`src/hdl/mbrtu_pkg.sv`:
```
// shared constants, types and crc helper for the modbus rtu slave
`default_nettype none
package mbrtu_pkg;

  localparam int unsigned NumHoldingRegs = 16;
  localparam int unsigned NumInputRegs   = 16;
  localparam int unsigned MaxReadWords   = 16;

  localparam logic [15:0] CoilOn  = 16'hFF00;
  localparam logic [15:0] CrcInit = 16'hFFFF;
  localparam logic [15:0] CrcPoly = 16'hA001;

  localparam int unsigned HeadBytes   = 8;
  localparam int unsigned EchoLen     = 8;
  localparam int unsigned CoilRespLen = 7;
  localparam int unsigned ReadHdrLen  = 3;
  localparam int unsigned NumCoilAddr = 4;

  localparam logic [7:0] FnReadCoils   = 8'd1;
  localparam logic [7:0] FnReadHolding = 8'd3;
  localparam logic [7:0] FnReadInput   = 8'd4;
  localparam logic [7:0] FnWriteCoil   = 8'd5;
  localparam logic [7:0] FnWriteReg    = 8'd6;

  localparam int unsigned RegSlaveId   = 0;
  localparam logic [7:0]  SlaveIdReset = 8'd1;

  typedef enum logic [1:0] {
    KindCoils = 2'd0,
    KindRead  = 2'd1,
    KindEcho  = 2'd2
  } kind_e;

  // head bytes of the last frame and its crc/address verdict
  typedef struct packed {
    logic [HeadBytes-1:0][7:0] head;
    logic                      ok;
  } frame_t;

  function automatic logic [15:0] crc_byte(input logic [15:0] crc, input logic [7:0] b);
    logic [15:0] c;
    c = crc ^ {8'h00, b};
    for (int k = 0; k < 8; k++) begin
      c = c[0] ? ((c >> 1) ^ CrcPoly) : (c >> 1);
    end
    return c;
  endfunction

endpackage
`default_nettype wire

```
`src/hdl/mbrtu_ram.sv`:
```
// generic single write port ram with registered read
`default_nettype none
module mbrtu_ram #(
  parameter int unsigned Width = 16,
  parameter int unsigned Depth = 16,
  localparam int unsigned Aw = (Depth > 1) ? $clog2(Depth) : 1
) (
  input  wire logic             clk_i,
  input  wire logic             we_i,
  input  wire logic [Aw-1:0]    waddr_i,
  input  wire logic [Width-1:0] wdata_i,
  input  wire logic             re_i,
  input  wire logic [Aw-1:0]    raddr_i,
  output logic      [Width-1:0] rdata_o
);

  logic [Width-1:0] mem_q [Depth];

  always_ff @(posedge clk_i) begin
    if (we_i) begin
      mem_q[waddr_i] <= wdata_i;
    end
    if (re_i) begin
      rdata_o <= mem_q[raddr_i];
    end
  end

endmodule
`default_nettype wire

```
`src/hdl/mbrtu_rx.sv`:
```
// request receiver: head bytes, byte count and running crc of the frame
`default_nettype none
module mbrtu_rx (
  input  wire logic             clk_i,
  input  wire logic             rst_ni,
  input  wire logic             beat_i,
  input  wire logic [7:0]       rx_byte_i,
  input  wire logic             frame_end_i,
  input  wire logic [7:0]       slave_id_i,
  output mbrtu_pkg::frame_t     frame_o
);
  import mbrtu_pkg::*;

  logic [HeadBytes-1:0][7:0] head_q;
  logic [8:0]                cnt_q, cnt_d;
  logic [15:0]               crc_q, crc_d, crc_nx;
  logic                      ok_q, ok_d;
  logic [7:0]                head0_nx;

  assign crc_nx   = crc_byte(crc_q, rx_byte_i);
  assign head0_nx = (cnt_q == 9'd0) ? rx_byte_i : head_q[0];

  always_comb begin
    cnt_d = cnt_q;
    crc_d = crc_q;
    ok_d  = ok_q;
    if (beat_i) begin
      ok_d  = (crc_nx == 16'h0000) && (head0_nx == slave_id_i);
      if (frame_end_i) begin
        cnt_d = '0;
        crc_d = CrcInit;
      end else begin
        crc_d = crc_nx;
        if (cnt_q != 9'h1FF) begin
          cnt_d = cnt_q + 9'd1;
        end
      end
    end
  end

  always_ff @(posedge clk_i or negedge rst_ni) begin
    if (!rst_ni) begin
      cnt_q <= '0;
      crc_q <= CrcInit;
      ok_q  <= 1'b0;
    end else begin
      cnt_q <= cnt_d;
      crc_q <= crc_d;
      ok_q  <= ok_d;
    end
  end

  always_ff @(posedge clk_i) begin
    if (beat_i && (cnt_q < 9'(HeadBytes))) begin
      head_q[cnt_q[2:0]] <= rx_byte_i;
    end
  end

  assign frame_o.head = head_q;
  assign frame_o.ok   = ok_q;

endmodule
`default_nettype wire

```
`src/hdl/modbus_rtu_slave_frame_handler.sv`:
```
// top level: apb register, request executor and response sequencer
`default_nettype none
// Modbus RTU slave. Request bytes arrive one per beat on the input channel; an
// input register load uses mode 1. The beat that ends a frame is followed by a
// check state, then the response goes out one byte per cycle while the output
// side does not stall. Register reads (functions 3 and 4) add a fetch state per
// register for the single read port of the register ram, and each fetch pauses
// the byte stream. The input is stalled from the frame end until the last
// response byte has been loaded into the output register, or until the check
// ends if no response is sent. Holding and input registers live in rams with
// per-entry valid bits; an entry never written reads as zero. Slave id is the
// only apb register, at address 0, reset 1.
module modbus_rtu_slave_frame_handler #(
  parameter int unsigned NUM_HOLDING_REGS = mbrtu_pkg::NumHoldingRegs,
  parameter int unsigned NUM_INPUT_REGS   = mbrtu_pkg::NumInputRegs,
  parameter int unsigned MAX_READ_WORDS   = mbrtu_pkg::MaxReadWords
) (
  input  wire logic        clk_i,
  input  wire logic        rst_ni,
  input  wire logic        psel,
  input  wire logic        penable,
  input  wire logic        pwrite,
  input  wire logic [2:0]  paddr,
  input  wire logic [31:0] pwdata,
  output logic      [31:0] prdata,
  output logic             pready,
  input  wire logic        in_valid_i,
  output logic             in_stall_o,
  input  wire logic        mode_i,
  input  wire logic [7:0]  rx_byte_i,
  input  wire logic        frame_end_i,
  input  wire logic [3:0]  load_index_i,
  input  wire logic [15:0] load_value_i,
  output logic             out_valid_o,
  input  wire logic        out_stall_i,
  output logic      [7:0]  tx_byte_o,
  output logic             tx_last_o,
  output logic      [15:0] coil_state_o
);
  import mbrtu_pkg::*;

  localparam int unsigned HAw     = (NUM_HOLDING_REGS > 1) ? $clog2(NUM_HOLDING_REGS) : 1;
  localparam int unsigned IAw     = (NUM_INPUT_REGS > 1) ? $clog2(NUM_INPUT_REGS) : 1;
  localparam int unsigned MaxAw   = (HAw > IAw) ? HAw : IAw;
  localparam int unsigned RespMax = 5 + 2 * MAX_READ_WORDS;
  localparam int unsigned PosW    = $clog2(RespMax + 1);
  localparam int unsigned RiW     = $clog2(MAX_READ_WORDS + 1);

  typedef enum logic [3:0] {
    StIdle  = 4'b0001,
    StCheck = 4'b0010,
    StSend  = 4'b0100,
    StFetch = 4'b1000
  } state_e;

  state_e            state_q, state_d;
  logic [7:0]        slave_id_q;
  logic [15:0]       coil_q, coil_d;
  kind_e             kind_q, kind_d;
  logic [PosW-1:0]   len_q, len_d, pos_q, pos_d;
  logic [RiW-1:0]    ri_q, ri_d;
  logic [MaxAw-1:0]  base_q, base_d;
  logic              is_hold_q, is_hold_d;
  logic              have_word_q, have_word_d;
  logic              rvld_q, rvld_d;
  logic [15:0]       tcrc_q, tcrc_d;
  logic [7:0]        qty2_q, qty2_d;
  logic [NUM_HOLDING_REGS-1:0] hvld_q, hvld_d;
  logic [NUM_INPUT_REGS-1:0]   ivld_q, ivld_d;
  logic              out_valid_q, out_valid_d;
  logic [7:0]        tx_byte_q, tx_byte_d;
  logic              tx_last_q, tx_last_d;
  logic [15:0]       coil_out_q, coil_out_d;

  frame_t            frame;
  logic              in_acc, rx_beat, load_beat, apb_wr;
  logic [7:0]        fn;
  logic [15:0]       addr16, word16, rd_addr16, word;
  logic [16:0]       rd_limit;
  logic              rd_bad;
  logic              h_we, h_re, i_we, i_re;
  logic [HAw-1:0]    h_waddr, h_raddr;
  logic [IAw-1:0]    i_waddr, i_raddr;
  logic [15:0]       h_rdata, i_rdata;
  logic              slot, sealed, crc_zone, data_zone, need_fetch, emit, is_last;
  logic [7:0]        byte_sel;

  // apb register
  assign pready = 1'b1;
  assign apb_wr = psel && penable && pwrite;
  assign prdata = (paddr[2:2] == 1'(RegSlaveId)) ? {24'h0, slave_id_q} : 32'h0;

  always_ff @(posedge clk_i or negedge rst_ni) begin
    if (!rst_ni) begin
      slave_id_q <= SlaveIdReset;
    end else if (apb_wr && (paddr[2:2] == 1'(RegSlaveId))) begin
      slave_id_q <= pwdata[7:0];
    end
  end

  assign in_stall_o = (state_q != StIdle);
  assign in_acc     = in_valid_i && !in_stall_o;
  assign rx_beat    = in_acc && !mode_i;
  assign load_beat  = in_acc && mode_i && (32'(load_index_i) < NUM_INPUT_REGS);

  mbrtu_rx u_rx (
    .clk_i       (clk_i),
    .rst_ni      (rst_ni),
    .beat_i      (rx_beat),
    .rx_byte_i   (rx_byte_i),
    .frame_end_i (frame_end_i),
    .slave_id_i  (slave_id_q),
    .frame_o     (frame)
  );

  assign fn       = frame.head[1];
  assign addr16   = {frame.head[2], frame.head[3]};
  assign word16   = {frame.head[4], frame.head[5]};
  assign rd_limit = (fn == FnReadHolding) ? 17'(NUM_HOLDING_REGS) : 17'(NUM_INPUT_REGS);
  assign rd_bad   = (word16 == 16'h0) || (word16 > 16'(MAX_READ_WORDS)) ||
                    (({1'b0, addr16} + {1'b0, word16}) > rd_limit);

  // register rams
  assign rd_addr16 = 16'(base_q) + 16'(ri_q);
  assign h_waddr   = addr16[HAw-1:0];
  assign h_raddr   = rd_addr16[HAw-1:0];
  assign i_waddr   = IAw'(load_index_i);
  assign i_raddr   = rd_addr16[IAw-1:0];
  assign h_we      = (state_q == StCheck) && frame.ok && (fn == FnWriteReg) &&
                     (addr16 < 16'(NUM_HOLDING_REGS));
  assign i_we      = load_beat;
  assign h_re      = (state_q == StFetch) && is_hold_q;
  assign i_re      = (state_q == StFetch) && !is_hold_q;

  mbrtu_ram #(.Width(16), .Depth(NUM_HOLDING_REGS)) u_hold_ram (
    .clk_i   (clk_i),
    .we_i    (h_we),
    .waddr_i (h_waddr),
    .wdata_i (word16),
    .re_i    (h_re),
    .raddr_i (h_raddr),
    .rdata_o (h_rdata)
  );

  mbrtu_ram #(.Width(16), .Depth(NUM_INPUT_REGS)) u_input_ram (
    .clk_i   (clk_i),
    .we_i    (i_we),
    .waddr_i (i_waddr),
    .wdata_i (load_value_i),
    .re_i    (i_re),
    .raddr_i (i_raddr),
    .rdata_o (i_rdata)
  );

  assign word = rvld_q ? (is_hold_q ? h_rdata : i_rdata) : 16'h0;

  // response byte selection
  assign slot       = !out_valid_q || !out_stall_i;
  assign sealed     = (kind_q != KindEcho);
  assign crc_zone   = sealed && (pos_q >= (len_q - PosW'(2)));
  assign data_zone  = (kind_q == KindRead) && (pos_q >= PosW'(ReadHdrLen)) && !crc_zone;
  // odd positions carry the high byte of a register
  assign need_fetch = data_zone && pos_q[0] && !have_word_q;
  assign emit       = (state_q == StSend) && slot && !need_fetch;
  assign is_last    = (pos_q == (len_q - PosW'(1)));

  always_comb begin
    byte_sel = 8'h00;
    if (kind_q == KindEcho) begin
      byte_sel = frame.head[pos_q[2:0]];
    end else if (crc_zone) begin
      byte_sel = is_last ? tcrc_q[15:8] : tcrc_q[7:0];
    end else if (pos_q == PosW'(0)) begin
      byte_sel = frame.head[0];
    end else if (pos_q == PosW'(1)) begin
      byte_sel = frame.head[1];
    end else if (pos_q == PosW'(2)) begin
      byte_sel = (kind_q == KindCoils) ? 8'd2 : qty2_q;
    end else if (kind_q == KindCoils) begin
      byte_sel = (pos_q == PosW'(3)) ? coil_q[7:0] : coil_q[15:8];
    end else begin
      byte_sel = pos_q[0] ? word[15:8] : word[7:0];
    end
  end

  always_comb begin
    state_d     = state_q;
    coil_d      = coil_q;
    kind_d      = kind_q;
    len_d       = len_q;
    pos_d       = pos_q;
    ri_d        = ri_q;
    base_d      = base_q;
    is_hold_d   = is_hold_q;
    have_word_d = have_word_q;
    rvld_d      = rvld_q;
    tcrc_d      = tcrc_q;
    qty2_d      = qty2_q;
    hvld_d      = hvld_q;
    ivld_d      = ivld_q;
    out_valid_d = out_valid_q;
    tx_byte_d   = tx_byte_q;
    tx_last_d   = tx_last_q;
    coil_out_d  = coil_out_q;

    if (out_valid_q && !out_stall_i) begin
      out_valid_d = 1'b0;
    end
    if (load_beat) begin
      ivld_d[i_waddr] = 1'b1;
    end
    if (h_we) begin
      hvld_d[h_waddr] = 1'b1;
    end

    unique case (state_q)
      StIdle: begin
        if (rx_beat && frame_end_i) begin
          state_d = StCheck;
        end
      end
      StCheck: begin
        state_d     = StIdle;
        pos_d       = '0;
        ri_d        = '0;
        have_word_d = 1'b0;
        tcrc_d      = CrcInit;
        base_d      = addr16[MaxAw-1:0];
        is_hold_d   = (fn == FnReadHolding);
        qty2_d      = {word16[6:0], 1'b0};
        if (frame.ok) begin
          if (fn == FnReadCoils) begin
            kind_d  = KindCoils;
            len_d   = PosW'(CoilRespLen);
            state_d = StSend;
          end else if ((fn == FnReadHolding) || (fn == FnReadInput)) begin
            if (!rd_bad) begin
              kind_d  = KindRead;
              // header, two bytes per register, two crc bytes
              len_d   = PosW'(32'(ReadHdrLen) + 32'(word16) * 2 + 2);
              state_d = StSend;
            end
          end else if (fn == FnWriteCoil) begin
            if (addr16 < 16'(NumCoilAddr)) begin
              if (word16 == CoilOn) begin
                coil_d = coil_q | (16'h1 << addr16[1:0]);
              end else begin
                coil_d = coil_q & ~(16'h1 << addr16[1:0]);
              end
            end
            kind_d  = KindEcho;
            len_d   = PosW'(EchoLen);
            state_d = StSend;
          end else if (fn == FnWriteReg) begin
            if (addr16 < 16'(NUM_HOLDING_REGS)) begin
              kind_d  = KindEcho;
              len_d   = PosW'(EchoLen);
              state_d = StSend;
            end
          end
        end
      end
      StSend: begin
        if (need_fetch) begin
          state_d = StFetch;
        end else if (emit) begin
          out_valid_d = 1'b1;
          tx_byte_d   = byte_sel;
          tx_last_d   = is_last;
          coil_out_d  = coil_q;
          pos_d       = pos_q + PosW'(1);
          if (sealed && !crc_zone) begin
            tcrc_d = crc_byte(tcrc_q, byte_sel);
          end
          if (data_zone && !pos_q[0]) begin
            have_word_d = 1'b0;
            ri_d        = ri_q + RiW'(1);
          end
          if (is_last) begin
            state_d = StIdle;
          end
        end
      end
      StFetch: begin
        rvld_d      = is_hold_q ? hvld_q[h_raddr] : ivld_q[i_raddr];
        have_word_d = 1'b1;
        state_d     = StSend;
      end
      default: state_d = StIdle;
    endcase
  end

  always_ff @(posedge clk_i or negedge rst_ni) begin
    if (!rst_ni) begin
      state_q     <= StIdle;
      coil_q      <= '0;
      kind_q      <= KindEcho;
      len_q       <= '0;
      pos_q       <= '0;
      ri_q        <= '0;
      base_q      <= '0;
      is_hold_q   <= 1'b0;
      have_word_q <= 1'b0;
      rvld_q      <= 1'b0;
      tcrc_q      <= CrcInit;
      qty2_q      <= '0;
      hvld_q      <= '0;
      ivld_q      <= '0;
      out_valid_q <= 1'b0;
      tx_byte_q   <= '0;
      tx_last_q   <= 1'b0;
      coil_out_q  <= '0;
    end else begin
      state_q     <= state_d;
      coil_q      <= coil_d;
      kind_q      <= kind_d;
      len_q       <= len_d;
      pos_q       <= pos_d;
      ri_q        <= ri_d;
      base_q      <= base_d;
      is_hold_q   <= is_hold_d;
      have_word_q <= have_word_d;
      rvld_q      <= rvld_d;
      tcrc_q      <= tcrc_d;
      qty2_q      <= qty2_d;
      hvld_q      <= hvld_d;
      ivld_q      <= ivld_d;
      out_valid_q <= out_valid_d;
      tx_byte_q   <= tx_byte_d;
      tx_last_q   <= tx_last_d;
      coil_out_q  <= coil_out_d;
    end
  end

  assign out_valid_o  = out_valid_q;
  assign tx_byte_o    = tx_byte_q;
  assign tx_last_o    = tx_last_q;
  assign coil_state_o = coil_out_q;

endmodule
`default_nettype wire

```
`config.mk`:
```
export PLATFORM = sky130hd
export DESIGN_NAME = modbus_rtu_slave_frame_handler
export DESIGN_NICKNAME = d
export VERILOG_FILES = /design/src/hdl/mbrtu_pkg.sv /design/src/hdl/mbrtu_ram.sv /design/src/hdl/mbrtu_rx.sv /design/src/hdl/modbus_rtu_slave_frame_handler.sv
export SDC_FILE = /design/constraint.sdc
export NUM_CORES = 1
export LEC_CHECK = 0
export BUFFER_PORTS_ARGS = -buffer_cell sky130_fd_sc_hd__buf_4
export CORE_UTILIZATION = 61
export CTS_CLUSTER_DIAMETER = 40
export DETAILED_ROUTE_END_ITERATION = 16
export PLACE_DENSITY_LB_ADDON = 0.12
export RECOVER_POWER = 100
export SLEW_MARGIN = 20
export SYNTH_ARGS = -nofsm -noshare
export SYNTH_HDL_FRONTEND = slang
export SYNTH_SLANG_ARGS = --single-unit
```
`constraint.sdc`:
```
create_clock -name clk_i -period 7.3 [get_ports clk_i]
set_input_delay 1.46 -clock clk_i [delete_from_list [all_inputs] [get_ports clk_i]]
set_output_delay 1.46 -clock clk_i [all_outputs]
set_load 0.05 [all_outputs]
```
**Word-level counts from Yosys, hierarchy flattened**

Memory sizes are Yosys's and may differ from the RTL's. A register that Yosys moved wholly into a read port is not among the register bits.
Index checks and enable logic that the tools add are counted.
W data, S select, Z words.

- Output and inout port bits: 60
- Bits in read-only memories: 0
- Latch bits: 0
- Memory bits (writable): 512
- Memories kept: 2
- Bits in registers: 225
- Input port bits: 72

Memory list:

| memory | words | width | read ports | clocked after Yosys merged registers in | write ports | line | text |
|---|---|---|---|---|---|---|---|
| u_hold_ram.mem_q | 16 | 16 | 1 | 1 | 1 | mbrtu_ram.sv:17 | `logic [Width-1:0] mem_q [Depth];` |
| u_input_ram.mem_q | 16 | 16 | 1 | 1 | 1 | mbrtu_ram.sv:17 |  |

- Multipliers: 0
- Shifts and indexed selects: 1
- Mux-type cells: 95
- Magnitude comparators: 15
- Bitwise operators: 27
- Equality and inequality tests: 28
- Div/mod/pow operators: 0
- Reduce and logical (&&, ||, !) cells: 59
- Add/subtract/negate cells: 9

Operators with widths:

| operator | count |
|---|---|
| $mux W16 | 23 |
| $mux W8 | 14 |
| $bwmux W64 | 1 |
| $mux W6 | 8 |
| $not A2 Y3 | 16 |
| $or A16 B16 Y16 | 3 |
| $logic_not A16 Y1 | 2 |
| $pmux W16 S2 | 1 |
| $xor A16 B8 Y16 | 2 |
| $mux W4 | 7 |
| $logic_and A1 B1 Y1 | 27 |
| $bmux W8 S3 | 1 |
| $demux W8 S3 | 1 |
| $eq A8 B3 Y1 const B | 3 |
| $mux W9 | 2 |
| $add A16 B16 Y17 | 1 |
| $gt A17 B5 Y1 const B | 1 |
| $and A16 B16 Y16 | 1 |
| $eq A16 B16 Y1 const B | 1 |
| $gt A16 B5 Y1 const B | 1 |
| $lt A16 B3 Y1 const B | 1 |
| $lt A16 B5 Y1 const B | 1 |
| $mux W1 | 16 |
| $not A16 Y16 | 1 |
| other kinds (56) | 99 |

**Logic depth before layout (Yosys ltp)**

- Depth after elaboration: 30
- Depth in mapped cells: 16
- Mapped depth without buffers: 14

**Modules after synthesis**

From an unflattened synthesis, not the netlist that was laid out.

- Cells, all modules: 1,908
- Area total of the unflattened synthesis: 31,918.1 µm²

Modules (own cells, without submodules):

| module | times used | cells each | area an instance (µm²) |
|---|---|---|---|
| mbrtu_ram at u_hold_ram | 1 | 432 | 10,203.5 |
| mbrtu_ram at u_input_ram | 1 | 432 | 10,202.3 |
| modbus_rtu_slave_frame_handler | 1 | 787 | 7,881.3 |
| mbrtu_rx | 1 | 257 | 3,631.0 |

**Least setup slack after synthesis**

OpenSTA, ideal clock, no wires.

- Kind: reg-to-reg
- From: reg pos_q[0]
- To: reg tcrc_q[0]
- Stages on the path, launching flop included: 17
- Slack: 3.399 ns
- Arrival time: 3.822 ns
- Path through: dfrtp_1 > buf_4 > buf_6 > buf_6 > inv_1 > ha_1 > nand2b_1 > a31oi_1 > o21ai_0 > nand2_1 > clkbuf_1 > a31oi_1 > o2bb2ai_1 > xnor2_1 > xnor3_2 > xnor3_1 > o22a_1

- Longest elaborated chain between the ends: 22
- Elaborated cells between the ends (all ways): 51

RTL lines:

| what | line | text |
|---|---|---|
| start, declared | modbus_rtu_slave_frame_handler.sv:60 | `logic [PosW-1:0] len_q, len_d, pos_q, pos_d;` |
| start signal, assigned | modbus_rtu_slave_frame_handler.sv:318 | `pos_q <= pos_d;` |
| $eq A6 B2 Y1 | modbus_rtu_slave_frame_handler.sv:180 | `byte_sel = (pos_q == PosW'(3)) ? coil_q[7:0] : coil_q[15:8];` |
| $mux W8 | modbus_rtu_slave_frame_handler.sv:180 |  |
| $mux W8 | modbus_rtu_slave_frame_handler.sv:179 | `end else if (kind_q == KindCoils) begin` |
| $mux W8 | modbus_rtu_slave_frame_handler.sv:177 | `end else if (pos_q == PosW'(2)) begin` |
| $mux W8 | modbus_rtu_slave_frame_handler.sv:175 | `end else if (pos_q == PosW'(1)) begin` |
| $mux W8 | modbus_rtu_slave_frame_handler.sv:173 | `end else if (pos_q == PosW'(0)) begin` |
| $mux W8 | modbus_rtu_slave_frame_handler.sv:171 | `end else if (crc_zone) begin` |
| $mux W8 | modbus_rtu_slave_frame_handler.sv:169 | `if (kind_q == KindEcho) begin` |
| $xor A16 B8 Y16 | mbrtu_pkg.sv:42 | `c = crc ^ {8'h00, b};` |
| $mux W16 or $not A2 Y3 (tied branches) (6 in a row) | -- |  |
| $not A2 Y3 (no line) or $mux W16 (tied branches) | -- |  |
| $mux W16 (2 in a row) | mbrtu_pkg.sv:44 | `c = c[0] ? ((c >> 1) ^ CrcPoly) : (c >> 1);` |
| $mux W16 | modbus_rtu_slave_frame_handler.sv:272 | `if (sealed && !crc_zone) begin` |
| $mux W16 | modbus_rtu_slave_frame_handler.sv:266 | `end else if (emit) begin` |
| $mux W16 | modbus_rtu_slave_frame_handler.sv:264 | `if (need_fetch) begin` |
| $pmux W16 S2 | modbus_rtu_slave_frame_handler.sv:216 | `unique case (state_q)` |
| end signal, assigned | modbus_rtu_slave_frame_handler.sv:305 | `tcrc_q <= CrcInit;` |
| end signal, assigned | modbus_rtu_slave_frame_handler.sv:324 | `tcrc_q <= tcrc_d;` |
| end, declared | modbus_rtu_slave_frame_handler.sv:66 | `logic [15:0] tcrc_q, tcrc_d;` |

Parallel ways exist; a longest one is shown, timed or not. The select of a mux whose other input is x is not followed.
A chain may end at the register's enable or synchronous reset.

**Worst setup path in the final report**

- From: reg state_q[0]
- To: mem u_hold_ram.mem_q[12][6] (enable)

- Longest elaborated chain between the ends: 6

RTL lines:

| what | line | text |
|---|---|---|
| start, declared | modbus_rtu_slave_frame_handler.sv:56 | `state_e state_q, state_d;` |
| start signal, assigned | modbus_rtu_slave_frame_handler.sv:295 | `state_q <= StIdle;` |
| start signal, assigned | modbus_rtu_slave_frame_handler.sv:314 | `state_q <= state_d;` |
| $eq A4 B2 Y1 | modbus_rtu_slave_frame_handler.sv:129 | `assign h_we = (state_q == StCheck) && frame.ok && (fn == FnWriteReg) &&` |
| $logic_and A1 B1 Y1 (3 in a row) | modbus_rtu_slave_frame_handler.sv:129 |  |
| $mux W1 | mbrtu_ram.sv:20 | `if (we_i) begin` |
| $mux W1 (not written as such) | mbrtu_ram.sv:21 | `mem_q[waddr_i] <= wdata_i;` |
| end, declared | mbrtu_ram.sv:17 |  |

No other way between the ends.

==> results by group <==
Status
  – Status: finished, violations left
  – Failing checks: max-capacitance violations, max-slew violations

Yosys
  – Share of flip-flops with an asynchronous set or reset: 0.183
  – Syn_area_per_cell: between 15 and 20 um2
  – Cell taking the most area after synthesis: edfxtp_1
  – Sequential area share after synthesis: 0.683
  – Synthesis-stage register bit count: between 700 and 800
  – Main synth FF type: edfxtp_1
  – Adder-cell area share of the yosys netlist: 0.0162
  – Compound-gate portion of the synthesized area: 0.0520
  – Multiplexer share of the synthesized area: 0.129
  – Yosys warnings: 0
  – Top post-synthesis cells by area: edfxtp_1 (57%), mux4_2 (11%), dfrtp_1 (8.0%)
  – Synth Area in Simple Gates: 0.0739
  – Yosys cell types: 82
  – Post-synth EDFFs: slightly above 600
  – Synth Area in XOR/XNOR: 0.0218
  – Post-Syn Area: about 0.032 mm2
  – Count leader, synth: edfxtp_1
  – Largest family of logic cells by synthesized area: multiplexers
  – Synth top area share: 0.574
  – Synth Instances: around 1900
  – Post-synth top cells: edfxtp_1 (608), nand2_1 (181), mux4_2 (161)

Critical path
  – CP Capture Type: register
  – CP max FO: 17
  – Data arrival, critical path: roughly 5.4 ns
  – WS Path Type: register to register
  – CP Data Required Time: 7.56 ns
  – Type of origin of the critical path: register

Global routing
  – M1 GR Usage: 0.417
  – GR Util All Layers: 0.290
  – Initial antenna violation count: 1
  – Met3 GRT Util: 0.0582
  – First-pass GRT wire length: 113 mm
  – Met2 Resource Use GR: 0.451
  – Largest net degree at the start of global routing: 92
  – Total congestion overflow: 0
  – Vias in the first global route: ~18000
  – Most Crowded Layer GR: met2

Clocking
  – H-Tree Depth: 3
  – Post-CTS Hold Buffers: 0
  – CTS Sinks: approximately 740
  – Max clock buf depth: 3
  – Clock-pin slew on the worst setup and hold paths: 0.06 ns
  – Cts bufs inserted: 96
  – CTS tree: yes
  – Clk root buf: clkbuf_16
  – Postcts setup bufs: 0
  – Clock latency on the worst-skew pair: 0.65 ns
  – Cts repair resizes: 0

Layout
  – Share of layout cells above drive strength 1: 0.214
  – Final Core Density: 0.697
  – Syn-to-layout area delta: 12.8%
  – Layout fillers: ~3400
  – Diode count: 0
  – Cell area after layout: between 0.03 and 0.04 mm2
  – Layout Nets: about 2200
  – Post-Layout Cell Count: roughly 2800

Die
  – Total die area: 0.0530 mm2
  – Rows: 83
  – # IOs: 132
  – Chip width: approximately 230 um
  – Initial Util: 0.618
  – CORE AREA: around 0.05 mm2
  – Die span in y: 230 um

Placed design
  – Hpwl dp: 45.6 mm
  – Dpl cell area: approximately 0.033 mm2
  – Gpl congestion: slightly above 0.9
  – # port buffers: between 60 and 70
  – Post-Place Cells: around 2700

Pwr
  – Pwr per Cell Area: approximately 330 mW/mm2
  – Peak supply drop: between 0.2 and 0.25 mV
  – Leakage power: between 10 and 15 nW
  – Final Power: around 0.012 W

Routing
  – Drt via density: around 6.4
  – Drt total wl: approximately 74 mm
  – Wirelength per Cell: 26.3 um
  – DRC Markers: 0
  – DRT antenna net count: 0
  – Drt pass-1 iters: 6
  – DR iter-0 viols: between 1500 and 2000
  – Via count: between 15000 and 20000

Timing
  – Fmax: just under 200 MHz
  – Tcrit/Tclk final: 0.701
  – Worst slew margin: -0.751
  – Clk_skew: around 0.024 ns
  – Tightest Pin Transition: 2.63 ns
  – Min Tclk post-route: slightly above 5 ns
  – RSZ-0062 raised after global routing: no
  – Final TNS setup: 0 ns
  – Endpoints failing setup: 0
  – Final slew viol count: ~270
  – Final Hold Vio Count: 0

Job
  – Max_cap viols: 15

Min path
  – Worst Hold Class: register to register
kinds of logic after synthesis:
logic type / Yosys count
other: 2
muxes: 206
adders and majority gates: 40
xor gates and xnor gates: 74
and+or+nand+nor: 482
DFF: 744
AOI/OAI and AO/OA: 240
buffers and inverters: 155
where the power goes:
group          internal (W)  leakage (nW)  total, W  switching, W
sequential          0.00483          7.20   0.00501      0.000184
clock               0.00268          1.52   0.00455       0.00187
combinational      0.000938          3.88   0.00215       0.00121
sequential cells by signal (all words and copies together) (netlist names), 9 cells and up, named ones only:
signal,count
u_rx.crc_q,16
u_hold_ram.rdata_o,16
u_rx.frame_o,64
u_rx.cnt_q,9
u_input_ram.mem_q,256
hvld_q,16
tcrc_q,16
u_hold_ram.mem_q,256
ivld_q,16
u_input_ram.rdata_o,16
path summary, 6_finish.rpt:
kind,cells past startpoint,start,slack [ns],end
setup / recovery,6,state_q[0],2.18,u_hold_ram.mem_q[12][6]
hold reg to reg,2,u_rx.crc_q[0],0.46,u_rx.crc_q[0]
hold / removal,2,u_rx.crc_q[0],0.46,u_rx.crc_q[0]
setup reg to reg,6,state_q[0],2.18,u_hold_ram.mem_q[12][6]
max in group asynchronous,2,rst_ni,3.45,u_rx.ok_q
min in group asynchronous,1,rst_ni,0.89,tx_byte_o[7]
worst max-delay path, stage by stage (launching register included):
cell and delay, ns:
dfstp_1 0.40, or4b_2 0.96, or4_1 0.63, nor3_1 0.35, nand4_1 0.26, nor3_1 1.44, clkbuf_1 0.69
stage by stage:
| stage | hold slack (ns) | worst slack (ns) |
|---|---|---|
| 3_3_place_gp | 0.444 | 3.02 |
| 3_5_place_dp | 0.452 | 3.00 |
| 2_1_floorplan | 0.434 | 3.40 |
| 4_1_cts | 0.463 | 2.99 |
| 6_report | 0.464 | 2.18 |
| 5_1_grt | 0.479 | 2.02 |
layer usage:
layer / part of all wire / vias up
li1: - / 7759
met1: 0.41 / 9247
met2: 0.48 / 758
met3: 0.077 / 138
met4: 0.030 / 0
met5: 0 / -
final cells by class:
class                   instances  area [um2]  area share
well taps                     680         851      0.0237
repair buffers                113         561      0.0156
inverters                      34         128     0.00356
clock buffers                 107        2480      0.0693
flip-flops and latches        744       21700       0.605
multi-input cells            1079        9480       0.265
clock inverters                61         637      0.0178
layout by cell type, fill, tap and decap left out, drive strengths merged, types with 22 or more instances in the layout:
cell	netlist	layout
edfxtp	608	608
clkbuf	54	188
nand2	181	181
mux4	161	161
dfrtp	101	101
nor2	96	96
inv	34	57
a31oi	51	51
xnor2	44	44
a21oi	40	40
ha	38	38
conb	2	37
a211oi	37	37
and2	36	36
or2	35	35
dfstp	35	35
o21ai	35	35
buf	67	32
xor2	28	28
clkinv	0	26
mux2	23	23
mux2i	22	22
No activity file was read; power rests on OpenSTA's default activity.
